$ cat src/design/ssjs_pkg.sv
// ssjs_pkg: shared types, codes and default sizes of the job scheduler.
// No dependencies; every other file of the block imports it.
package ssjs_pkg;

  localparam int QUEUE_DEPTH_DEF = 16;
  localparam int MAX_SERVERS_DEF = 8;
  localparam int TIME_BITS_DEF   = 16;
  localparam int SLICE_BITS      = 16;

  localparam logic [1:0] REQ_ARRIVE   = 2'd0;
  localparam logic [1:0] REQ_TICK     = 2'd1;
  localparam logic [1:0] REQ_DISPATCH = 2'd2;

  localparam logic [2:0] EV_ACCEPTED = 3'd0;
  localparam logic [2:0] EV_REFUSED  = 3'd1;
  localparam logic [2:0] EV_FINISHED = 3'd2;
  localparam logic [2:0] EV_TICK     = 3'd3;
  localparam logic [2:0] EV_DISPATCH = 3'd4;

  localparam logic [1:0] POL_PRIO = 2'd1;
  localparam logic [1:0] POL_RR   = 2'd2;

  localparam logic [1:0] CFG_POLICY   = 2'd0;
  localparam logic [1:0] CFG_CAPACITY = 2'd1;
  localparam logic [1:0] CFG_QUANTUM  = 2'd2;

  typedef enum logic [1:0] {
    OP_HOLD,
    OP_LOAD,
    OP_LEFT,
    OP_RIGHT
  } cell_op_e;

  typedef enum logic [2:0] {
    ST_IDLE,
    ST_ARRIVE,
    ST_TICK,
    ST_EMIT_FIN,
    ST_REQUEUE,
    ST_ADMIT,
    ST_EMIT
  } state_e;

endpackage

$ cat src/design/ssjs_cell.sv
// ssjs_cell: one storage cell of a row; holds, loads, or takes a neighbor's word.
// Depends on ssjs_pkg.
module ssjs_cell #(
  parameter int W = 8
) (
  input  logic               clk_i,
  input  ssjs_pkg::cell_op_e op_i,
  input  logic [W-1:0]       load_i,
  input  logic [W-1:0]       left_i,
  input  logic [W-1:0]       right_i,
  output logic [W-1:0]       q_o
);
  import ssjs_pkg::*;

  logic [W-1:0] data_q, data_d;

  always_comb begin
    unique case (op_i)
      OP_HOLD:  data_d = data_q;
      OP_LOAD:  data_d = load_i;
      OP_LEFT:  data_d = left_i;
      OP_RIGHT: data_d = right_i;
    endcase
  end

  always_ff @(posedge clk_i) begin
    data_q <= data_d;
  end

  assign q_o = data_q;

endmodule

$ cat src/design/ssjs_row.sv
// ssjs_row: row of cells that shifts toward the head and loads at an index.
// Depends on ssjs_pkg and ssjs_cell.
module ssjs_row #(
  parameter int N = 8,
  parameter int W = 8,
  localparam int IW = (N > 1) ? $clog2(N) : 1
) (
  input  logic          clk_i,
  input  logic          shift_i,
  input  logic          load_i,
  input  logic [IW-1:0] load_idx_i,
  input  logic [W-1:0]  load_data_i,
  output logic [W-1:0]  head_o
);
  import ssjs_pkg::*;

  logic [W-1:0] cq    [N];
  logic [W-1:0] right [N];
  cell_op_e     op    [N];

  for (genvar i = 0; i < N; i++) begin : g_cell
    if (i == N - 1) begin : g_end
      assign right[i] = cq[i];
    end else begin : g_mid
      assign right[i] = cq[i+1];
    end

    always_comb begin
      if (load_i && load_idx_i == IW'(i)) begin
        op[i] = OP_LOAD;
      end else if (shift_i) begin
        op[i] = OP_RIGHT;
      end else begin
        op[i] = OP_HOLD;
      end
    end

    ssjs_cell #(.W(W)) u_cell (
      .clk_i  (clk_i),
      .op_i   (op[i]),
      .load_i (load_data_i),
      .left_i (cq[i]),
      .right_i(right[i]),
      .q_o    (cq[i])
    );
  end

  assign head_o = cq[0];

endmodule

$ cat src/design/ssjs_wait_row.sv
// ssjs_wait_row: wait queue as a row of cells; ordered insert, pop at head.
// Depends on ssjs_pkg and ssjs_cell.
module ssjs_wait_row #(
  parameter int QD = 16,
  parameter int TB = 16,
  localparam int CW = $clog2(QD + 1),
  localparam int W  = 16 + TB
) (
  input  logic          clk_i,
  input  logic          prio_mode_i,
  input  logic [CW-1:0] count_i,
  input  logic          ins_i,
  input  logic          pop_i,
  input  logic [W-1:0]  ins_data_i,
  output logic [W-1:0]  head_o
);
  import ssjs_pkg::*;

  logic [W-1:0] cq    [QD];
  logic [W-1:0] left  [QD];
  logic [W-1:0] right [QD];
  cell_op_e     op    [QD];
  logic [QD-1:0] mark;
  logic [QD-1:0] ahead;
  logic [7:0]    ins_prio;

  assign ins_prio = ins_data_i[TB +: 8];

  for (genvar i = 0; i < QD; i++) begin : g_cell
    // insert point: first lower-priority entry (priority mode only), or the end of the queue
    assign mark[i] = (prio_mode_i && (CW'(i) < count_i) && (cq[i][TB +: 8] < ins_prio))
                     || (CW'(i) == count_i);

    if (i == 0) begin : g_head
      assign ahead[i] = 1'b0;
      assign left[i]  = cq[i];
    end else begin : g_body
      assign ahead[i] = ahead[i-1] | mark[i-1];
      assign left[i]  = cq[i-1];
    end

    if (i == QD - 1) begin : g_tail
      assign right[i] = cq[i];
    end else begin : g_nxt
      assign right[i] = cq[i+1];
    end

    always_comb begin
      if (ins_i) begin
        if (ahead[i]) begin
          op[i] = OP_LEFT;
        end else if (mark[i]) begin
          op[i] = OP_LOAD;
        end else begin
          op[i] = OP_HOLD;
        end
      end else if (pop_i) begin
        op[i] = OP_RIGHT;
      end else begin
        op[i] = OP_HOLD;
      end
    end

    ssjs_cell #(.W(W)) u_cell (
      .clk_i  (clk_i),
      .op_i   (op[i]),
      .load_i (ins_data_i),
      .left_i (left[i]),
      .right_i(right[i]),
      .q_o    (cq[i])
    );
  end

  assign head_o = cq[0];

endmodule

$ cat src/design/service_station_job_scheduler_core.sv
// service_station_job_scheduler_core: wait queue, server row and held row of one
// service station. Depends on ssjs_pkg, ssjs_wait_row, ssjs_row, ssjs_cell.
//
// Usage: the slave stream carries requests (tuser = request kind: arrival,
// tick, dispatch; tdata = job id, priority, service time). The master stream
// returns result words, the last word of each request flagged by tlast.
// One request is worked on at a time; s_axis_tready is high only while idle.
// Work per request, after the accepting edge:
//   arrival  : one insertion step in the wait-queue cell row, skipped
//              when the arrival is refused.
//   tick     : one walk of the server row (one job a cycle), then one result
//              word per finished job and a closing tick word.
//   dispatch : held jobs are re-inserted while the wait queue has room, then
//              admitted jobs are moved, one per cycle, before the dispatch word.
// The next request can be taken in the cycle after the last word is loaded.
// Results leave through one output register; while the receiver stalls the
// block holds in its emit state and takes no new request.
// Reset empties all rows (counts to zero) and loads policy fifo, capacity 1,
// quantum 1. Configuration writes are taken in any cycle, with no handshake.
module service_station_job_scheduler_core #(
  parameter int QUEUE_DEPTH = ssjs_pkg::QUEUE_DEPTH_DEF,
  parameter int MAX_SERVERS = ssjs_pkg::MAX_SERVERS_DEF,
  parameter int TIME_BITS   = ssjs_pkg::TIME_BITS_DEF
) (
  input  logic        clk_i,
  input  logic        rst_ni,
  input  logic        s_axis_tvalid,
  output logic        s_axis_tready,
  input  logic [31:0] s_axis_tdata,   // job_id, job_priority, service_time
  input  logic [1:0]  s_axis_tuser,   // req_type
  output logic        m_axis_tvalid,
  input  logic        m_axis_tready,
  output logic [23:0] m_axis_tdata,   // done_id, idle, queued, in_service
  output logic [2:0]  m_axis_tuser,   // event_res
  output logic        m_axis_tlast,
  input  logic        cfg_we_i,
  input  logic [1:0]  cfg_idx_i,
  input  logic [15:0] cfg_data_i
);
  import ssjs_pkg::*;

  localparam int WCW = $clog2(QUEUE_DEPTH + 1);
  localparam int SCW = $clog2(MAX_SERVERS + 1);
  localparam int SIW = (MAX_SERVERS > 1) ? $clog2(MAX_SERVERS) : 1;
  localparam int JW  = 16 + TIME_BITS;
  localparam int SW  = JW + SLICE_BITS;
  localparam logic [WCW-1:0] WQ_FULL = WCW'(QUEUE_DEPTH);
  localparam logic [SCW-1:0] SRV_MAX = SCW'(MAX_SERVERS);

  state_e state_q, state_d;

  logic [1:0]  policy_q;
  logic [3:0]  capacity_q;
  logic [15:0] quantum_q;

  logic [WCW-1:0] wait_count_q, wait_count_d;
  logic [SCW-1:0] serve_count_q, serve_count_d;
  logic [SCW-1:0] held_count_q, held_count_d;
  logic [SCW-1:0] fin_cnt_q, fin_cnt_d;
  logic [SCW-1:0] steps_q, steps_d;
  logic           idle_q, idle_d;

  logic [7:0]           in_id_q, in_id_d;
  logic [7:0]           in_prio_q, in_prio_d;
  logic [TIME_BITS-1:0] in_time_q, in_time_d;
  logic [2:0]           emit_ev_q, emit_ev_d;
  logic [7:0]           emit_id_q, emit_id_d;

  logic       out_valid_q;
  logic [2:0] out_ev_q, out_ev_d;
  logic [7:0] out_id_q, out_id_d;
  logic       out_idle_q, out_idle_d;
  logic [4:0] out_queued_q;
  logic [3:0] out_insvc_q;
  logic       out_last_q, out_last_d;
  logic       out_load, out_free;

  logic          wq_ins, wq_pop, wq_src_held;
  logic [JW-1:0] wq_ins_data, wq_head;
  logic          srv_shift, srv_load;
  logic [SIW-1:0] srv_idx;
  logic [SW-1:0] srv_data, srv_head;
  logic          held_shift, held_load;
  logic [JW-1:0] held_head;
  logic          fin_shift, fin_load;
  logic [7:0]    fin_head;

  // input unpack
  logic [31:0]          t32;
  logic [TIME_BITS-1:0] t_in;
  logic [7:0]           a_id, a_prio;
  logic                 arr_full;

  assign a_id     = s_axis_tdata[7:0];
  assign a_prio   = s_axis_tdata[15:8];
  assign t32      = 32'(s_axis_tdata[31:16]);
  assign t_in     = (t32[TIME_BITS-1:0] == '0) ? TIME_BITS'(1) : t32[TIME_BITS-1:0];
  assign arr_full = (32'(wait_count_q) + 32'(held_count_q)) >= 32'(QUEUE_DEPTH);

  // head of server row during a tick
  logic [7:0]            h_id, h_prio;
  logic [TIME_BITS-1:0]  h_time, t1;
  logic [SLICE_BITS-1:0] h_slice, s_dec, s_keep;
  logic                  h_exp, h_fin, h_held, h_keep;

  assign h_slice = srv_head[SLICE_BITS-1:0];
  assign h_time  = srv_head[SLICE_BITS +: TIME_BITS];
  assign h_prio  = srv_head[SLICE_BITS+TIME_BITS +: 8];
  assign h_id    = srv_head[SLICE_BITS+TIME_BITS+8 +: 8];
  assign t1      = h_time - TIME_BITS'(1);
  assign s_dec   = (h_slice != '0) ? h_slice - SLICE_BITS'(1) : h_slice;
  assign h_exp   = (h_slice != '0) && (s_dec == '0);
  assign h_fin   = (t1 == '0);
  assign h_held  = !h_fin && h_exp && (held_count_q < SRV_MAX);
  assign h_keep  = !h_fin && !h_held;
  assign s_keep  = h_exp ? quantum_q : s_dec;

  logic [SCW-1:0] sc_m1;
  logic           cap_ok;
  assign sc_m1  = serve_count_q - SCW'(1);
  assign cap_ok = (32'(serve_count_q) < 32'(capacity_q)) && (serve_count_q < SRV_MAX);

  assign out_free      = !out_valid_q || m_axis_tready;
  assign s_axis_tready = (state_q == ST_IDLE);
  assign wq_ins_data   = wq_src_held ? held_head : {in_id_q, in_prio_q, in_time_q};

  always_comb begin
    state_d       = state_q;
    wait_count_d  = wait_count_q;
    serve_count_d = serve_count_q;
    held_count_d  = held_count_q;
    fin_cnt_d     = fin_cnt_q;
    steps_d       = steps_q;
    idle_d        = idle_q;
    in_id_d       = in_id_q;
    in_prio_d     = in_prio_q;
    in_time_d     = in_time_q;
    emit_ev_d     = emit_ev_q;
    emit_id_d     = emit_id_q;
    wq_ins        = 1'b0;
    wq_pop        = 1'b0;
    wq_src_held   = 1'b0;
    srv_shift     = 1'b0;
    srv_load      = 1'b0;
    srv_idx       = serve_count_q[SIW-1:0];
    srv_data      = {wq_head, ((policy_q == POL_RR) ? quantum_q : SLICE_BITS'(0))};
    held_shift    = 1'b0;
    held_load     = 1'b0;
    fin_shift     = 1'b0;
    fin_load      = 1'b0;
    out_load      = 1'b0;
    out_ev_d      = emit_ev_q;
    out_id_d      = emit_id_q;
    out_idle_d    = 1'b0;
    out_last_d    = 1'b1;
    unique case (state_q)
      ST_IDLE: begin
        if (s_axis_tvalid) begin
          in_id_d   = a_id;
          in_prio_d = a_prio;
          in_time_d = t_in;
          case (s_axis_tuser)
            REQ_ARRIVE: begin
              if (arr_full) begin
                emit_ev_d = EV_REFUSED;
                emit_id_d = a_id;
                state_d   = ST_EMIT;
              end else begin
                state_d = ST_ARRIVE;
              end
            end
            REQ_TICK: begin
              steps_d   = serve_count_q;
              idle_d    = (serve_count_q == '0);
              fin_cnt_d = '0;
              state_d   = ST_TICK;
            end
            REQ_DISPATCH: state_d = ST_REQUEUE;
            default: ;
          endcase
        end
      end
      ST_ARRIVE: begin
        wq_ins       = 1'b1;
        wait_count_d = wait_count_q + WCW'(1);
        emit_ev_d    = EV_ACCEPTED;
        emit_id_d    = '0;
        state_d      = ST_EMIT;
      end
      ST_TICK: begin
        if (steps_q == '0) begin
          state_d = ST_EMIT_FIN;
        end else begin
          steps_d   = steps_q - SCW'(1);
          srv_shift = 1'b1;
          srv_load  = h_keep;
          srv_idx   = sc_m1[SIW-1:0];
          srv_data  = {h_id, h_prio, t1, s_keep};
          held_load = h_held;
          fin_load  = h_fin;
          if (!h_keep) serve_count_d = sc_m1;
          if (h_held) held_count_d = held_count_q + SCW'(1);
          if (h_fin) fin_cnt_d = fin_cnt_q + SCW'(1);
        end
      end
      ST_EMIT_FIN: begin
        if (out_free) begin
          out_load = 1'b1;
          if (fin_cnt_q != '0) begin
            out_ev_d   = EV_FINISHED;
            out_id_d   = fin_head;
            out_last_d = 1'b0;
            fin_shift  = 1'b1;
            fin_cnt_d  = fin_cnt_q - SCW'(1);
          end else begin
            out_ev_d   = EV_TICK;
            out_id_d   = '0;
            out_idle_d = idle_q;
            state_d    = ST_IDLE;
          end
        end
      end
      ST_REQUEUE: begin
        if (held_count_q != '0 && wait_count_q < WQ_FULL) begin
          wq_ins       = 1'b1;
          wq_src_held  = 1'b1;
          held_shift   = 1'b1;
          held_count_d = held_count_q - SCW'(1);
          wait_count_d = wait_count_q + WCW'(1);
        end else begin
          state_d = ST_ADMIT;
        end
      end
      ST_ADMIT: begin
        if (wait_count_q != '0 && cap_ok) begin
          srv_load      = 1'b1;
          wq_pop        = 1'b1;
          wait_count_d  = wait_count_q - WCW'(1);
          serve_count_d = serve_count_q + SCW'(1);
        end else begin
          emit_ev_d = EV_DISPATCH;
          emit_id_d = '0;
          state_d   = ST_EMIT;
        end
      end
      ST_EMIT: begin
        if (out_free) begin
          out_load = 1'b1;
          state_d  = ST_IDLE;
        end
      end
      default: state_d = ST_IDLE;
    endcase
  end

  logic [31:0] wc32, sc32d;
  assign wc32  = 32'(wait_count_q);
  assign sc32d = 32'(serve_count_q);

  always_ff @(posedge clk_i or negedge rst_ni) begin
    if (!rst_ni) begin
      state_q       <= ST_IDLE;
      policy_q      <= '0;
      capacity_q    <= 4'd1;
      quantum_q     <= 16'd1;
      wait_count_q  <= '0;
      serve_count_q <= '0;
      held_count_q  <= '0;
      fin_cnt_q     <= '0;
      steps_q       <= '0;
      out_valid_q   <= 1'b0;
    end else begin
      state_q       <= state_d;
      wait_count_q  <= wait_count_d;
      serve_count_q <= serve_count_d;
      held_count_q  <= held_count_d;
      fin_cnt_q     <= fin_cnt_d;
      steps_q       <= steps_d;
      if (out_load) begin
        out_valid_q <= 1'b1;
      end else if (m_axis_tready) begin
        out_valid_q <= 1'b0;
      end
      if (cfg_we_i) begin
        case (cfg_idx_i)
          CFG_POLICY:   policy_q   <= cfg_data_i[1:0];
          CFG_CAPACITY: capacity_q <= cfg_data_i[3:0];
          CFG_QUANTUM:  quantum_q  <= cfg_data_i;
          default: ;
        endcase
      end
    end
  end

  always_ff @(posedge clk_i) begin
    idle_q    <= idle_d;
    in_id_q   <= in_id_d;
    in_prio_q <= in_prio_d;
    in_time_q <= in_time_d;
    emit_ev_q <= emit_ev_d;
    emit_id_q <= emit_id_d;
    if (out_load) begin
      out_ev_q     <= out_ev_d;
      out_id_q     <= out_id_d;
      out_idle_q   <= out_idle_d;
      out_last_q   <= out_last_d;
      out_queued_q <= wc32[4:0];
      out_insvc_q  <= sc32d[3:0];
    end
  end

  ssjs_wait_row #(.QD(QUEUE_DEPTH), .TB(TIME_BITS)) u_wait (
    .clk_i      (clk_i),
    .prio_mode_i(policy_q == POL_PRIO),
    .count_i    (wait_count_q),
    .ins_i      (wq_ins),
    .pop_i      (wq_pop),
    .ins_data_i (wq_ins_data),
    .head_o     (wq_head)
  );

  ssjs_row #(.N(MAX_SERVERS), .W(SW)) u_srv (
    .clk_i      (clk_i),
    .shift_i    (srv_shift),
    .load_i     (srv_load),
    .load_idx_i (srv_idx),
    .load_data_i(srv_data),
    .head_o     (srv_head)
  );

  ssjs_row #(.N(MAX_SERVERS), .W(JW)) u_held (
    .clk_i      (clk_i),
    .shift_i    (held_shift),
    .load_i     (held_load),
    .load_idx_i (held_count_q[SIW-1:0]),
    .load_data_i({h_id, h_prio, t1}),
    .head_o     (held_head)
  );

  ssjs_row #(.N(MAX_SERVERS), .W(8)) u_fin (
    .clk_i      (clk_i),
    .shift_i    (fin_shift),
    .load_i     (fin_load),
    .load_idx_i (fin_cnt_q[SIW-1:0]),
    .load_data_i(h_id),
    .head_o     (fin_head)
  );

  assign m_axis_tvalid = out_valid_q;
  assign m_axis_tuser  = out_ev_q;
  assign m_axis_tlast  = out_last_q;
  assign m_axis_tdata  = {6'd0, out_insvc_q, out_queued_q, out_idle_q, out_id_q};

endmodule

$ cat config.mk
export PLATFORM = sky130hd
export DESIGN_NAME = service_station_job_scheduler_core
export DESIGN_NICKNAME = d
export VERILOG_FILES = /design/src/design/ssjs_pkg.sv /design/src/design/ssjs_cell.sv /design/src/design/ssjs_row.sv /design/src/design/ssjs_wait_row.sv /design/src/design/service_station_job_scheduler_core.sv
export SDC_FILE = /design/constraint.sdc
export NUM_CORES = 2
export LEC_CHECK = 0
export ABC_AREA = 1
export BUFFER_PORTS_ARGS = -buffer_cell sky130_fd_sc_hd__clkbuf_2
export CORE_AREA = 2 2 417 419
export DETAILED_ROUTE_END_ITERATION = 8
export DIE_AREA = 0 0 419 421
export PLACE_DENSITY_LB_ADDON = 0.2
export REMOVE_ABC_BUFFERS = 1
export SETUP_SLACK_MARGIN = 0.3
export SLEW_MARGIN = 40
export SYNTH_ARGS = -nofsm -noshare
export SYNTH_HDL_FRONTEND = slang
export SYNTH_HIERARCHICAL = 1
export SYNTH_SLANG_ARGS = --single-unit
export TNS_END_PERCENT = 5
$ cat constraint.sdc
create_clock -name clk_i -period 13.78 [get_ports clk_i]
set_input_delay 1.378 -clock clk_i [delete_from_list [all_inputs] [get_ports clk_i]]
set_output_delay 1.378 -clock clk_i [all_outputs]
set_load 0.02 [all_outputs]
==> results <==
- In the final layout, the share of cells above drive strength 1 is 8.61%.
- The worst-case clock buffer depth is 3.
- From bottom edge to top edge, the die measures 421 um.
- The average instance in the mapped netlist occupies 9.09 um^2.
- The initial detailed-routing violation count is 7645.
- The critical path depth is 29.
- The count of vias placed by the detailed router is 64300.
- In this run the tightest slew margin relative to its limit is 39.1%.
- Port buffering added 80 buffers.
- The clock skew is 0.0270 ns.
- Once layout is complete, the utilization of the core stands at 46.9%.
- The synthesized instance count is 8452.
- Based on the critical path, the design can be clocked at up to 116 MHz.
- The total I/O pin count is 87.
- Summed over all cells, the static leakage comes to 30.9 nW.
- The final weighted congestion in routability-driven placement is 0.915.
- The share of the cycle needed by the critical path after routing is 62.6%.
- TritonCTS built the clock tree.
- The routed wirelength normalized by instance count is 23.8 um.
- The flow ran to the end, and the final reports show no timing, DRC or antenna violations.
- Setup total negative slack on the finished layout was measured at 0 ns.
- In this run, synthesis inferred 1281 flip-flops with an integrated enable.
- The warning count from the yosys run is 6.
- The overall die area is 0.176 mm^2.
- The actual slew at the worst max-slew pin is 0.910 ns.
- The core box area is 0.172 mm^2.
- The number of standard-cell rows in the floorplan is 153.
- The clock reaches the later pin of the worst-skew pair after 0.82 ns.
- The flip-flop cell with the highest count after synthesis is edfxtp_1.
- Sorting the synthesized cells by area gives the leading types as edfxtp_1, nand3_1, nand2_1.
- The maximum cell stage delay along the critical path is 0.88 ns.
- The largest area contributor in the synthesized netlist is edfxtp_1.
- The clock tree root driver cell is clkbuf_16.
- The flip-flop and latch count after synthesis is 1328.
- The design draws 0.0263 W.
- STA puts the critical path data required time at 14.24 ns.
- The critical path is of the reg -> reg type.
- The final count of pins violating max slew came to 0.
- Once the floorplan was initialized, standard cells occupied 44.5% of the core.
- The worst flop-to-flop path endpoint is u_wait/g_cell[15].u_cell/q_o[2]$_DFFE_PP_.
- For this design the ratio of total power to cell area is 325 mW/mm^2.
- Counting cells, the worst reg-to-reg path comes to 29.
- STA classifies the critical path startpoint as a register.
- The number of nets in the layout is 8355.
- The final-report hold violation count is 0.
- Of all nets on the critical path, the largest fanout is 66.
- The number of global-route vias before repair is 60200.
- The number of buffers and inverters on the critical path is 11.
- After detailed placement, the total cell area comes to 0.0759 mm^2.
- The cell with the most instances on the worst path is buf_4.
- The library cell contributing the largest single delay on the critical path is clkinv_1.
- Clock tree synthesis found a total of 1328 sinks.
- The highest ir drop seen on vdd is 0.000300 V.
- The first detailed-routing pass took 6 iterations.
- The reg2reg setup slack is 5.16 ns.
- The maximum number of pins on one net before global-route repair is 98.
- Setup repair after global routing left no endpoint under its margin.
- The total clock buffers created by CTS is 153.
- In this run, distinct cell masters in the synthesized netlist total 66.
- Max-cap violations in this run came to 0.
- After synthesis, flip-flops and latches occupy 51.6% of the total area.
- Wires add up to 252000 um.
- After detailed routing, the number of remaining DRC violations is 0.
- The first global-routing pass estimated 381000 um of wire.
- The summed instance area of the synthesized netlist is 0.0768 mm^2.
- The initial antenna violation count came to 1.
- The startpoint of the worst-slack reg-to-reg timing path is state_q[2]$_DFFE_PN0P_.
- The minimum period implied by the final worst setup slack is 8.62 ns.
- The finished cells cover 0.0808 mm^2.
- After synthesis, the share of flip-flops with an asynchronous set or reset is 3.54%.
- The count of endpoints failing setup in the final report is 0.
- The count of non-filler cells in the finished layout is 10600.
- The worst hold path passes through 2 cells.
- The via-per-instance ratio is 6.06.
- The startpoint identified for the worst hold timing path is capacity_q[0]$_DFFE_PN1P_.
- The share of synthesized area in the top cell type comes to 50.1%.
- The setup fix buffers added after clock tree synthesis is 0.
- The number of placed instances, taps included, is 10300.
- The type of destination of the critical path is a register.
- Global routing finished with a remaining overflow of 0.
- Global routing used 27.7% of the available tracks.
- The HPWL after detailed placement is 165000 um.
- The detail route stage leaves a number of antenna-violating nets equal to 0.
- The tightest min-delay check is of the reg -> reg type.
- The die is 419 um wide.
- The relative area change from synthesis to final layout is 5.21%.
- The clock slew seen by the registers of the worst setup and hold paths is 0.06 ns.
- The post-CTS resize count is 0.
- The category of cells accounting for the largest share of critical-path delay is buffers and inverters.
- For hold timing, the worst endpoint is capacity_q[0]$_DFFE_PN1P_.
- The level count of the clock H-tree is 4.
- The worst path arrival time is 9.08 ns.
- After clock tree synthesis, the flow added hold-fix buffers numbering 0.
[how the worst max path moves through the flow]
stage                                                      end                        start
floorplan              u_srv/g_cell[0].u_cell/q_o[0]$_DFFE_PP_       state_q[1]$_DFFE_PN0P_
global placement    u_wait/g_cell[15].u_cell/q_o[10]$_DFFE_PP_  wait_count_q[4]$_DFFE_PN0P_
detailed placement  u_wait/g_cell[15].u_cell/q_o[10]$_DFFE_PP_  wait_count_q[4]$_DFFE_PN0P_
CTS                  u_wait/g_cell[15].u_cell/q_o[2]$_DFFE_PP_  wait_count_q[4]$_DFFE_PN0P_
global route         u_wait/g_cell[15].u_cell/q_o[2]$_DFFE_PP_       state_q[2]$_DFFE_PN0P_
finish               u_wait/g_cell[15].u_cell/q_o[2]$_DFFE_PP_       state_q[2]$_DFFE_PN0P_
[flip-flops by register name (all words and copies together) (netlist names), 5 cells and up]
register                  count
u_held/g_cell.u_cell/q_o    256
out_queued_q                  5
quantum_q                    16
in_time_q                    16
u_fin/g_cell.u_cell/q_o      64
u_srv/g_cell.u_cell/q_o     384
emit_id_q                     8
wait_count_q                  5
in_prio_q                     8
out_id_q                      8
u_wait/g_cell.u_cell/q_o    512
in_id_q                       8
[cell usage after synthesis (13+ instances only)]
cell,count
nand3_1,3721
nand2_1,1758
edfxtp_1,1281
buf_6,347
inv_1,199
nor2_1,170
buf_2,167
ha_1,134
buf_4,116
o21ai_0,97
a21oi_1,81
clkbuf_1,55
dfrtp_1,45
inv_2,33
inv_4,25
nand4_1,16
nor2_2,16
xor2_1,15
nand2_2,13
[power breakdown]
group	total (W)	internal, W	switching [W]
Clock	0.00405	0.00229	0.00176
Combinational	0.0122	0.00321	0.00895
Sequential	0.0101	0.00834	0.00173
Total	0.0263	0.0138	0.0124
[worst register-to-register path: cells and delay by family, from the launching register on]
| kind | cells | cell delay, ns |
|---|---|---|
| adder cells (fa/ha/maj) | 1 | 0.56 |
| AO/OA/AOI/OAI | 1 | 0.08 |
| AND/OR/NAND/NOR | 16 | 2.68 |
| flip-flops | 1 | 0.43 |
| buffers and inverters | 11 | 4.48 |
[cells in the final DEF (no fill, tap or decap), types with 45 or more instances in the layout]
| cell | netlist | routed |
|---|---|---|
| ha_1 | 134 | 134 |
| nor2_1 | 170 | 144 |
| a21oi_1 | 81 | 75 |
| nand2_1 | 1758 | 1729 |
| edfxtp_1 | 1281 | 1281 |
| clkbuf_2 | 0 | 80 |
| inv_1 | 199 | 172 |
| o21ai_0 | 97 | 70 |
| clkbuf_16 | 0 | 157 |
| nand3_1 | 3721 | 3719 |
| dfrtp_1 | 45 | 45 |
| buf_4 | 116 | 162 |
[per-stage QoR]
stage	setup WS [ns]	hold WS, ns
floorplan	2.35	0.453
global placement	5.03	0.473
detailed placement	5.53	0.479
CTS	5.52	0.491
global route	4.59	0.522
finish	5.16	0.488
[cell families after synthesis]
group | Yosys count | synth area share, %
adder cells (fa/ha/maj) | 137 | 2.26
buffers and inverters | 964 | 9.24
other | 1 | 0.00488
AND/OR/NAND/NOR | 5748 | 34.7
XOR/XNOR | 24 | 0.274
AO/OA/AOI/OAI | 245 | 1.84
flip-flops | 1328 | 51.6
multiplexers | 5 | 0.0733
[final cells by class]
cell class / instances / area [um^2]
antenna: 2 / 5.00
clock buffer: 188 / 4060
clock inverter: 91 / 800
fill: 16500 / 91700
inverter: 269 / 1140
multi-input combinational: 6165 / 30600
sequential: 1328 / 39600
tap: 2325 / 2910
timing repair buffer: 244 / 1640
[metal layers]
layer,global-route usage (%),vias to the layer above,share of wire [%]
met4,10.7,0,4.0
met5,0,-,0
met2,44.5,2816,48
met3,3.71,490,7.1
li1,-,29600,-
met1,38.0,31400,41
Power figures use the tool's default switching activity.
